<file path="src/sv/vup_pkg.sv">
// shared types, constants and helper functions of the vector unpack engine
`default_nettype none

package vup_pkg;

    // destination space in quadwords, a power of two
    localparam int ADDR_SPACE_QW = 1024;
    localparam int ADDR_W        = $clog2(ADDR_SPACE_QW);

    localparam int WORD_W   = 32;
    localparam int COUNT_W  = 9;
    localparam int STRIDE_W = 2;
    localparam int PHASE_W  = 2;
    localparam int LANES    = 4;
    localparam int HELD_N   = 3;
    localparam int CFG_IDX_W = 3;

    localparam logic [WORD_W-1:0] V3_LANE_THREE = 32'h0000_0080;
    localparam logic [ADDR_W-1:0] LIMIT_RESET   = ADDR_W'(328);

    typedef logic [WORD_W-1:0]              word_t;
    typedef logic [ADDR_W-1:0]              addr_t;
    typedef logic [HELD_N-1:0][WORD_W-1:0]  held_t;
    typedef logic [LANES-1:0][WORD_W-1:0]   quad_t;

    typedef enum logic [1:0] {
        FMT_V4_8  = 2'd0,
        FMT_V4_16 = 2'd1,
        FMT_V3_32 = 2'd2,
        FMT_V4_32 = 2'd3
    } fmt_t;

    typedef enum logic {
        CMD_START = 1'b0,
        CMD_DATA  = 1'b1
    } cmd_t;

    typedef enum logic [CFG_IDX_W-1:0] {
        CFG_ROW_LANE_ZERO  = 3'd0,
        CFG_ROW_LANE_ONE   = 3'd1,
        CFG_ROW_LANE_TWO   = 3'd2,
        CFG_ROW_LANE_THREE = 3'd3,
        CFG_ADDRESS_LIMIT  = 3'd4
    } cfg_idx_t;

    // one input item as held in the input register
    typedef struct packed {
        logic                cmd;
        logic [COUNT_W-1:0]  vector_count;
        addr_t               start_address;
        logic [1:0]          format;
        logic                zero_extend;
        logic                add_row;
        logic [STRIDE_W-1:0] write_stride;
        word_t               data_word;
    } item_t;

    // one quadword write as held in the result register
    typedef struct packed {
        addr_t write_address;
        quad_t lanes;
        logic  final_vector;
        logic  out_of_range;
    } result_t;

    // per-vector decode settings handed to the lane builder
    typedef struct packed {
        fmt_t fmt;
        logic zero_ext;
        logic row_mode;
    } lane_ctl_t;

    function automatic word_t ext8(input logic [7:0] b, input logic zero_ext);
        ext8 = {{(WORD_W-8){b[7] & ~zero_ext}}, b};
    endfunction

    function automatic word_t ext16(input logic [15:0] h, input logic zero_ext);
        ext16 = {{(WORD_W-16){h[15] & ~zero_ext}}, h};
    endfunction

endpackage

`default_nettype wire

</file>
<file path="src/sv/vup_stream_if.sv">
// valid/ready channels carrying input items and quadword writes
`default_nettype none

interface vup_item_if import vup_pkg::*; ();
    logic                valid;
    logic                ready;
    logic                cmd;
    logic [COUNT_W-1:0]  vector_count;
    addr_t               start_address;
    logic [1:0]          format;
    logic                zero_extend;
    logic                add_row;
    logic [STRIDE_W-1:0] write_stride;
    word_t               data_word;

    modport source (
        output valid, cmd, vector_count, start_address, format,
               zero_extend, add_row, write_stride, data_word,
        input  ready
    );
    modport sink (
        input  valid, cmd, vector_count, start_address, format,
               zero_extend, add_row, write_stride, data_word,
        output ready
    );
endinterface

interface vup_result_if import vup_pkg::*; ();
    logic  valid;
    logic  ready;
    addr_t write_address;
    word_t lane_zero;
    word_t lane_one;
    word_t lane_two;
    word_t lane_three;
    logic  final_vector;
    logic  out_of_range;

    modport source (
        output valid, write_address, lane_zero, lane_one, lane_two, lane_three,
               final_vector, out_of_range,
        input  ready
    );
    modport sink (
        input  valid, write_address, lane_zero, lane_one, lane_two, lane_three,
               final_vector, out_of_range,
        output ready
    );
endinterface

`default_nettype wire

</file>
<file path="src/sv/vup_lane_build.sv">
// element extraction, extension and row addition for one finished vector
`default_nettype none

module vup_lane_build import vup_pkg::*; (
    input  var lane_ctl_t ctl,
    input  var held_t     held,
    input  var word_t     word,
    input  var quad_t     row,
    output quad_t         lanes
);

    quad_t base;

    always_comb
    begin
        unique case (ctl.fmt)
            FMT_V4_8:
            begin
                base[0] = ext8(word[7:0],   ctl.zero_ext);
                base[1] = ext8(word[15:8],  ctl.zero_ext);
                base[2] = ext8(word[23:16], ctl.zero_ext);
                base[3] = ext8(word[31:24], ctl.zero_ext);
            end
            FMT_V4_16:
            begin
                base[0] = ext16(held[0][15:0],  ctl.zero_ext);
                base[1] = ext16(held[0][31:16], ctl.zero_ext);
                base[2] = ext16(word[15:0],     ctl.zero_ext);
                base[3] = ext16(word[31:16],    ctl.zero_ext);
            end
            FMT_V3_32:
            begin
                base[0] = held[0];
                base[1] = held[1];
                base[2] = word;
                base[3] = '0;
            end
            FMT_V4_32:
            begin
                base[0] = held[0];
                base[1] = held[1];
                base[2] = held[2];
                base[3] = word;
            end
            default:
            begin
                base = '0;
            end
        endcase
    end

    always_comb
    begin
        for (int k = 0; k < LANES; k++)
        begin
            lanes[k] = base[k] + (ctl.row_mode ? row[k] : word_t'(0));
        end
        // v3 fourth lane is fixed regardless of row addition
        if (ctl.fmt == FMT_V3_32)
        begin
            lanes[3] = V3_LANE_THREE;
        end
    end

endmodule

`default_nettype wire

</file>
<file path="src/sv/vector_unpack_engine.sv">
// vector unpack engine top level: input register, unpack state, result register
//
//  channel    dir  width           transfer means
//  item_ch    in   cmd+57 bits     start command or one 32-bit data word
//  result_ch  out  10+4x32+2 bits  one quadword write of a finished vector
//  cfg_*      in   3 + 32 bits     row register or address limit write
//
// one item per cycle sustained unless the result stalls; an item is registered
// in the input register and its result, if any, then in the result register
// v4-8 yields a result per word, v4-16 every 2nd, v3-32 every 3rd, v4-32 every 4th
// reset clears all control state, row registers to 0 and the address limit to 328
// a stalled result holds the input register, which still takes a transfer when
// the result register is being drained in the same cycle
`default_nettype none

module vector_unpack_engine import vup_pkg::*; (
    input  wire logic              clk,
    input  wire logic              rst_n,
    vup_item_if.sink               item_ch,
    vup_result_if.source           result_ch,
    input  wire logic              cfg_we,
    input  wire logic [CFG_IDX_W-1:0] cfg_index,
    input  wire word_t             cfg_data
);

    // configuration registers
    quad_t row_reg;
    addr_t limit_reg;

    // input register stage
    logic  s1_valid_reg;
    item_t s1_item_reg;
    item_t item_in;

    // unpack state
    logic                active_reg;
    fmt_t                fmt_reg;
    logic                zext_reg;
    logic                row_mode_reg;
    logic [STRIDE_W-1:0] stride_reg;
    addr_t               addr_reg;
    logic [COUNT_W-1:0]  left_reg;
    logic [PHASE_W-1:0]  phase_reg;
    held_t               held_reg;

    // result register
    logic    res_valid_reg;
    result_t res_reg;

    logic               slot_free;
    logic               s1_fire;
    logic               is_start;
    logic               data_active;
    logic               gather;
    logic               finish;
    logic               res_load;
    logic [COUNT_W-1:0] left_dec;
    addr_t              addr_step;
    lane_ctl_t          lane_ctl;
    quad_t              lanes;

    // ---------------------------------------------------------------- handshake
    // input stage moves on when the result slot is empty or being drained
    assign slot_free     = !res_valid_reg || result_ch.ready;
    assign s1_fire       = s1_valid_reg && slot_free;
    assign item_ch.ready = !s1_valid_reg || s1_fire;

    assign item_in.cmd           = item_ch.cmd;
    assign item_in.vector_count  = item_ch.vector_count;
    assign item_in.start_address = item_ch.start_address;
    assign item_in.format        = item_ch.format;
    assign item_in.zero_extend   = item_ch.zero_extend;
    assign item_in.add_row       = item_ch.add_row;
    assign item_in.write_stride  = item_ch.write_stride;
    assign item_in.data_word     = item_ch.data_word;

    always_ff @(posedge clk or negedge rst_n)
    begin
        if (!rst_n)
        begin
            s1_valid_reg <= 1'b0;
        end
        else if (item_ch.ready)
        begin
            s1_valid_reg <= item_ch.valid;
        end
    end

    always_ff @(posedge clk)
    begin
        if (item_ch.valid && item_ch.ready)
        begin
            s1_item_reg <= item_in;
        end
    end

    // ---------------------------------------------------------------- configuration
    always_ff @(posedge clk or negedge rst_n)
    begin
        if (!rst_n)
        begin
            row_reg   <= '0;
            limit_reg <= LIMIT_RESET;
        end
        else if (cfg_we)
        begin
            unique case (cfg_index)
                CFG_ROW_LANE_ZERO:  row_reg[0] <= cfg_data;
                CFG_ROW_LANE_ONE:   row_reg[1] <= cfg_data;
                CFG_ROW_LANE_TWO:   row_reg[2] <= cfg_data;
                CFG_ROW_LANE_THREE: row_reg[3] <= cfg_data;
                CFG_ADDRESS_LIMIT:  limit_reg  <= cfg_data[ADDR_W-1:0];
                default:            ;  // unmapped index, write dropped
            endcase
        end
    end

    // ---------------------------------------------------------------- item decode
    assign is_start    = s1_item_reg.cmd == CMD_START;
    // data words outside an unpack are dropped
    assign data_active = !is_start && active_reg;
    // earlier words of a vector go to the holding lanes
    assign gather      = data_active && (phase_reg < PHASE_W'(fmt_reg));
    assign finish      = data_active && !gather;
    assign res_load    = s1_fire && finish;

    assign left_dec  = left_reg - COUNT_W'(1);
    assign addr_step = addr_reg + ADDR_W'(stride_reg);

    // ---------------------------------------------------------------- unpack state
    always_ff @(posedge clk or negedge rst_n)
    begin
        if (!rst_n)
        begin
            active_reg   <= 1'b0;
            fmt_reg      <= FMT_V4_8;
            zext_reg     <= 1'b0;
            row_mode_reg <= 1'b0;
            stride_reg   <= STRIDE_W'(1);
            addr_reg     <= '0;
            left_reg     <= '0;
            phase_reg    <= '0;
        end
        else if (s1_fire)
        begin
            if (is_start)
            begin
                // a start also abandons any unpack in progress
                active_reg   <= s1_item_reg.vector_count != '0;
                fmt_reg      <= fmt_t'(s1_item_reg.format);
                zext_reg     <= s1_item_reg.zero_extend;
                row_mode_reg <= s1_item_reg.add_row;
                stride_reg   <= s1_item_reg.write_stride;
                addr_reg     <= s1_item_reg.start_address;
                left_reg     <= s1_item_reg.vector_count;
                phase_reg    <= '0;
            end
            else if (gather)
            begin
                phase_reg <= phase_reg + PHASE_W'(1);
            end
            else if (finish)
            begin
                left_reg   <= left_dec;
                addr_reg   <= addr_step;
                phase_reg  <= '0;
                active_reg <= left_dec != '0;
            end
        end
    end

    // holding lanes, always written before they are read within a vector
    always_ff @(posedge clk)
    begin
        if (s1_fire && gather)
        begin
            held_reg[phase_reg] <= s1_item_reg.data_word;
        end
    end

    // ---------------------------------------------------------------- lane build
    assign lane_ctl.fmt      = fmt_reg;
    assign lane_ctl.zero_ext = zext_reg;
    assign lane_ctl.row_mode = row_mode_reg;

    vup_lane_build u_lane_build (
        .ctl   (lane_ctl),
        .held  (held_reg),
        .word  (s1_item_reg.data_word),
        .row   (row_reg),
        .lanes (lanes)
    );

    // ---------------------------------------------------------------- result register
    always_ff @(posedge clk or negedge rst_n)
    begin
        if (!rst_n)
        begin
            res_valid_reg <= 1'b0;
        end
        else if (res_load)
        begin
            res_valid_reg <= 1'b1;
        end
        else if (result_ch.ready)
        begin
            res_valid_reg <= 1'b0;
        end
    end

    always_ff @(posedge clk)
    begin
        if (res_load)
        begin
            res_reg.write_address <= addr_reg;
            res_reg.lanes         <= lanes;
            res_reg.final_vector  <= left_dec == '0;
            res_reg.out_of_range  <= addr_reg > limit_reg;
        end
    end

    assign result_ch.valid         = res_valid_reg;
    assign result_ch.write_address = res_reg.write_address;
    assign result_ch.lane_zero     = res_reg.lanes[0];
    assign result_ch.lane_one      = res_reg.lanes[1];
    assign result_ch.lane_two      = res_reg.lanes[2];
    assign result_ch.lane_three    = res_reg.lanes[3];
    assign result_ch.final_vector  = res_reg.final_vector;
    assign result_ch.out_of_range  = res_reg.out_of_range;

    // ---------------------------------------------------------------- checks
    // an unpack is running exactly while vectors remain
    a_active_count: assert property (@(posedge clk) disable iff (!rst_n)
        active_reg == (left_reg != '0))
        else $error("active flag disagrees with remaining vector count");

    // the gather phase never reaches the word count of the format
    a_phase_bound: assert property (@(posedge clk) disable iff (!rst_n)
        active_reg |-> (phase_reg <= PHASE_W'(fmt_reg)))
        else $error("gather phase beyond format word count");

    // the last vector ends the unpack
    a_final_idle: assert property (@(posedge clk) disable iff (!rst_n)
        (res_load && left_dec == '0) |=> !active_reg)
        else $error("unpack still active after final vector");

    // a new result never overwrites one that has not been taken
    a_no_overwrite: assert property (@(posedge clk) disable iff (!rst_n)
        res_load |-> (!res_valid_reg || result_ch.ready))
        else $error("result register overwritten while stalled");

endmodule

`default_nettype wire

</file>
<file path="src/flat_wrapper.sv">
// flat-port wrapper written by rule: the top's interface ports become plain ports
module vector_unpack_engine_flat import vup_pkg::*;
  (clk, rst_n, cfg_we, cfg_index, cfg_data, item_ch_valid, item_ch_cmd, item_ch_vector_count, item_ch_start_address, item_ch_format, item_ch_zero_extend, item_ch_add_row, item_ch_write_stride, item_ch_data_word, item_ch_ready, result_ch_valid, result_ch_write_address, result_ch_lane_zero, result_ch_lane_one, result_ch_lane_two, result_ch_lane_three, result_ch_final_vector, result_ch_out_of_range, result_ch_ready);
  vup_item_if item_ch_i ();
  vup_result_if result_ch_i ();
  input  wire logic clk;
  input  wire logic rst_n;
  input  wire logic cfg_we;
  input  wire logic [CFG_IDX_W-1:0] cfg_index;
  input  wire word_t cfg_data;
  input wire logic [$bits(item_ch_i.valid)-1:0] item_ch_valid;
  input wire logic [$bits(item_ch_i.cmd)-1:0] item_ch_cmd;
  input wire logic [$bits(item_ch_i.vector_count)-1:0] item_ch_vector_count;
  input wire logic [$bits(item_ch_i.start_address)-1:0] item_ch_start_address;
  input wire logic [$bits(item_ch_i.format)-1:0] item_ch_format;
  input wire logic [$bits(item_ch_i.zero_extend)-1:0] item_ch_zero_extend;
  input wire logic [$bits(item_ch_i.add_row)-1:0] item_ch_add_row;
  input wire logic [$bits(item_ch_i.write_stride)-1:0] item_ch_write_stride;
  input wire logic [$bits(item_ch_i.data_word)-1:0] item_ch_data_word;
  output wire logic [$bits(item_ch_i.ready)-1:0] item_ch_ready;
  output wire logic [$bits(result_ch_i.valid)-1:0] result_ch_valid;
  output wire logic [$bits(result_ch_i.write_address)-1:0] result_ch_write_address;
  output wire logic [$bits(result_ch_i.lane_zero)-1:0] result_ch_lane_zero;
  output wire logic [$bits(result_ch_i.lane_one)-1:0] result_ch_lane_one;
  output wire logic [$bits(result_ch_i.lane_two)-1:0] result_ch_lane_two;
  output wire logic [$bits(result_ch_i.lane_three)-1:0] result_ch_lane_three;
  output wire logic [$bits(result_ch_i.final_vector)-1:0] result_ch_final_vector;
  output wire logic [$bits(result_ch_i.out_of_range)-1:0] result_ch_out_of_range;
  input wire logic [$bits(result_ch_i.ready)-1:0] result_ch_ready;
  assign item_ch_i.valid = item_ch_valid;
  assign item_ch_i.cmd = item_ch_cmd;
  assign item_ch_i.vector_count = item_ch_vector_count;
  assign item_ch_i.start_address = item_ch_start_address;
  assign item_ch_i.format = item_ch_format;
  assign item_ch_i.zero_extend = item_ch_zero_extend;
  assign item_ch_i.add_row = item_ch_add_row;
  assign item_ch_i.write_stride = item_ch_write_stride;
  assign item_ch_i.data_word = item_ch_data_word;
  assign item_ch_ready = item_ch_i.ready;
  assign result_ch_valid = result_ch_i.valid;
  assign result_ch_write_address = result_ch_i.write_address;
  assign result_ch_lane_zero = result_ch_i.lane_zero;
  assign result_ch_lane_one = result_ch_i.lane_one;
  assign result_ch_lane_two = result_ch_i.lane_two;
  assign result_ch_lane_three = result_ch_i.lane_three;
  assign result_ch_final_vector = result_ch_i.final_vector;
  assign result_ch_out_of_range = result_ch_i.out_of_range;
  assign result_ch_i.ready = result_ch_ready;
  vector_unpack_engine u_core (.clk(clk), .rst_n(rst_n), .item_ch(item_ch_i), .result_ch(result_ch_i), .cfg_we(cfg_we), .cfg_index(cfg_index), .cfg_data(cfg_data));
endmodule
</file>
<file path="config.mk">
export PLATFORM = sky130hd
export DESIGN_NAME = vector_unpack_engine_flat
export DESIGN_NICKNAME = d
export VERILOG_FILES = /design/src/sv/vup_pkg.sv /design/src/sv/vup_stream_if.sv /design/src/sv/vup_lane_build.sv /design/src/sv/vector_unpack_engine.sv /design/src/flat_wrapper.sv
export SDC_FILE = /design/constraint.sdc
export NUM_CORES = 1
export LEC_CHECK = 0
export ABC_AREA = 1
export CELL_PAD_IN_SITES_DETAIL_PLACEMENT = 1
export CELL_PAD_IN_SITES_GLOBAL_PLACEMENT = 1
export CORE_ASPECT_RATIO = 0.75
export CORE_MARGIN = 2
export CORE_UTILIZATION = 45
export CTS_BUF_LIST = sky130_fd_sc_hd__clkbuf_16
export DETAILED_ROUTE_END_ITERATION = 8
export DONT_BUFFER_PORTS = 1
export PLACE_DENSITY_LB_ADDON = 0.08
export SLEW_MARGIN = 20
export SYNTH_ARGS = -nofsm -noshare
export SYNTH_HDL_FRONTEND = slang
export SYNTH_HIERARCHICAL = 1
export SYNTH_SLANG_ARGS = --single-unit
</file>
<file path="constraint.sdc">
create_clock -name clk -period 8.1 [get_ports clk]
set_input_delay 0.81 -clock clk [delete_from_list [all_inputs] [get_ports clk]]
set_output_delay 0.81 -clock clk [all_outputs]
set_load 0.005 [all_outputs]
</file>
==> impl_metrics.ini <==
[status]
status = finished clean

[clocking]
path_clk_slew_ps = 60
clk_latency_ps = 620
post_cts_resized = 0
cts_tree = built
root_buffer = clkbuf_16
cts_sinks = 462
h-tree-depth = 2
numCtsBuffers = 50
cts_setup_buffers = 0
clock_path_buffers = 3

[detailed_routing]
drt_iter0_markers = 1725
vias_per_cell = 5.457
drc = 0
drt_pass1_iterations = 6
vias = 23406
wl_per_cell_microns = 22.19
ant_nets = 0
drt-total-wl_microns = 95190

[yosys]
synth_area_leaders = edfxtp_1 32%, nand2_1 15%, dfrtp_1 15%
synth.distinct_cells = 48
synthTopCellsByCount = 1,101 x nand2_1, 583 x inv_1, 294 x edfxtp_1
synth_area_sq_um = 27220
ys.flop_type = edfxtp_1
synthCells = 3456
async_flop_share_pct = 36.36
yosysMostFrequentCell = nand2_1
ys_seq_area_share_pct = 47.89
synth_seq_cells = 462
ys.warnings.count = 6
synth_edf_count = 294
syn_area_per_cell_sq_um = 7.876
netlist.area_leader.share_pct = 32.43
synthesis.nets = 3701
yosysTopAreaCell = edfxtp_1

[setup_path]
rr_startpoint = u_core/fmt_reg[1]
crit_fanout = 41
crit_type = flip-flop to flip-flop
reg2reg_setup_slack_ps = 4080
end_kind = flip-flop
reg2reg_to = u_core/result_ch.lane_three[26]
worstRegToRegCells = 16
required_ps = 8440
arrival_ps = 4360
start_kind = flip-flop

[floorplan]
start_util_pct = 45.28
dieWidth_microns = 288
core-area_sq_um = 60120
io_pins = 240
dieArea_sq_um = 62500
rows = 78
dieHeight_microns = 217

[sta]
finalHoldViolCount = 0
clock_skew_ps = 14.05
hold_ws_ps = 49.96
period_share_pct = 49.66
fmax_ghz = 0.2486
slew_headroom_pct = 31.91
worst_pin_slew_ps = 1021
setup_violations = 0
period_needed_ps = 4022
drv_slew = 0
fin_tns_setup_ps = 0
rsz0062_at_grt = false

[global_route]
grt_pass1_vias = 23797
grt_max_degree = 165
grt_util_all_layers_pct = 30.33
antenna_found_initial = 21
grt_pass1_wl_microns = 142600
grt-ovfl-total = 0

[pwr]
seqPwrFrac_pct = 33.6
powerDensity_nw_per_um2 = 344.3
leakage_nw = 14.90
p_sw_share_pct = 43.97
p_int_mw = 5.726
comb_power_share_pct = 43.6
ir_drop_mv = 0.2189
power_frac_clock_pct = 22.8
p_sw_mw = 4.493

[place]
globalplace.congestion = 0.9067
hpwlAfterDp_microns = 71810
numPortBuffers = 0

[cells_and_area]
finish.utilization_pct = 49.37
nets = 3688
largest_reg_flops = 128
drive_gt1_share_pct = 4.103
area_growth_pct = 9.032

[run]
cap_violations = 0

[min_path]
min_path_type = input pin to async pin
==> per-layer routing <==
layer | up-vias | wire length [microns] | GRT usage, %
met2 | 744 | 42080 | 47.39
met4 | 14 | 2663 | 8.981
li1 | 11076 | - | -
met5 | - | 112 | 0
met1 | 11410 | 41880 | 41.11
met3 | 162 | 8452 | 8.396
==> logic make-up after synthesis <==
family / after synthesis / share of synthesized area (%)
AO/OA/AOI/OAI: 577 / 11.38
flip-flops: 462 / 47.89
buffers and inverters: 674 / 9.584
XOR/XNOR: 51 / 1.641
AND/OR/NAND/NOR: 1545 / 22.61
adder cells (fa/ha/maj): 147 / 6.895
==> layout by cell type, fill, tap and decap left out, types with 5 or more instances in the layout <==
cell type,instances
nand2_1,1099
inv_1,588
edfxtp_1,294
o21ai_0,271
nor2_1,259
a21oi_1,209
dfrtp_1,163
ha_1,142
nand3_1,106
clkbuf_16,50
xor2_1,45
nor3_1,37
a31oi_1,18
o21ai_1,16
buf_4,14
o221ai_1,13
clkinv_2,12
nand4_1,11
o211ai_1,11
inv_2,10
o21bai_1,8
a211oi_1,7
clkinvlp_4,6
clkinv_1,6
o22ai_1,6
xnor2_1,6
inv_6,5
bufinv_16,5
nand2_2,5
nand2_4,5
fa_1,5
==> final cells by class <==
| cell class | count | area [sq um] |
|---|---|---|
| Antenna cell | 4 | 10.01 |
| Clock buffer | 50 | 1251 |
| Clock inverter | 44 | 394.1 |
| Fill cell | 7419 | 30440 |
| Inverter | 594 | 2237 |
| Multi-Input combinational cell | 2320 | 11610 |
| Sequential cell | 462 | 13040 |
| Tap cell | 800 | 1001 |
| Timing Repair Buffer | 15 | 132.6 |
==> metrics by stage <==
stage	worst slack [ps]	instances	power, mW	area [sq um]
after CTS	4202	4285	10.28	29660
final	4078	4289	10.22	29680
after global placement	4299	4190	7.751	27980
after global routing	3822	4285	10.95	29670
after detailed placement	4204	4190	7.879	27990
after floorplan	473.2	3456	6.444	27220
==> worst max-delay path, cell delays in order (launching register included) <==
cell	delay, ps
dfrtp_1	380
buf_4	270
nor2_8	360
inv_2	400
a21oi_1	620
a211oi_1	150
ha_1	410
nand2_1	170
inv_1	60
nand2_1	60
nand2_1	90
inv_1	70
nand3_1	220
nand2_1	200
nand4_1	100
nand2_1	110
nor2_1	50
==> power groups by stage <==
| stage | Clock (mW) | Sequential (mW) | Combinational [mW] |
|---|---|---|---|
| after global routing | 2.46 | 3.48 | 5.01 |
| after global placement | 0 | 3.46 | 4.29 |
| after CTS | 2.38 | 3.44 | 4.46 |
| final | 2.33 | 3.44 | 4.45 |
| after detailed placement | 0 | 3.47 | 4.41 |
| after floorplan | 0 | 3.35 | 3.10 |
==> worst max-delay path by stage <==
| stage | startpoint | end | slack [ps] | cells after the start |
|---|---|---|---|---|
| 2_1_floorplan | result_ch_ready | u_core/result_ch.final_vector | 470 | 6 |
| 3_3_place_gp | u_core/fmt_reg[1] | u_core/result_ch.lane_three[26] | 4300 | 17 |
| 3_5_place_dp | u_core/fmt_reg[1] | u_core/result_ch.lane_three[29] | 4200 | 16 |
| 4_1_cts | u_core/fmt_reg[1] | u_core/result_ch.lane_three[29] | 4200 | 16 |
| 5_1_grt | u_core/fmt_reg[1] | u_core/result_ch.lane_three[21] | 3820 | 17 |
| 6_report | u_core/fmt_reg[1] | u_core/result_ch.lane_three[26] | 4080 | 16 |
==> what timing repair did <==
action,in CTS,in global routing
hold buffers,1,0
setup endpoints to repair,0,0
hold endpoints to repair,164,0
Note: power is estimated with default switching activity, not from simulation.
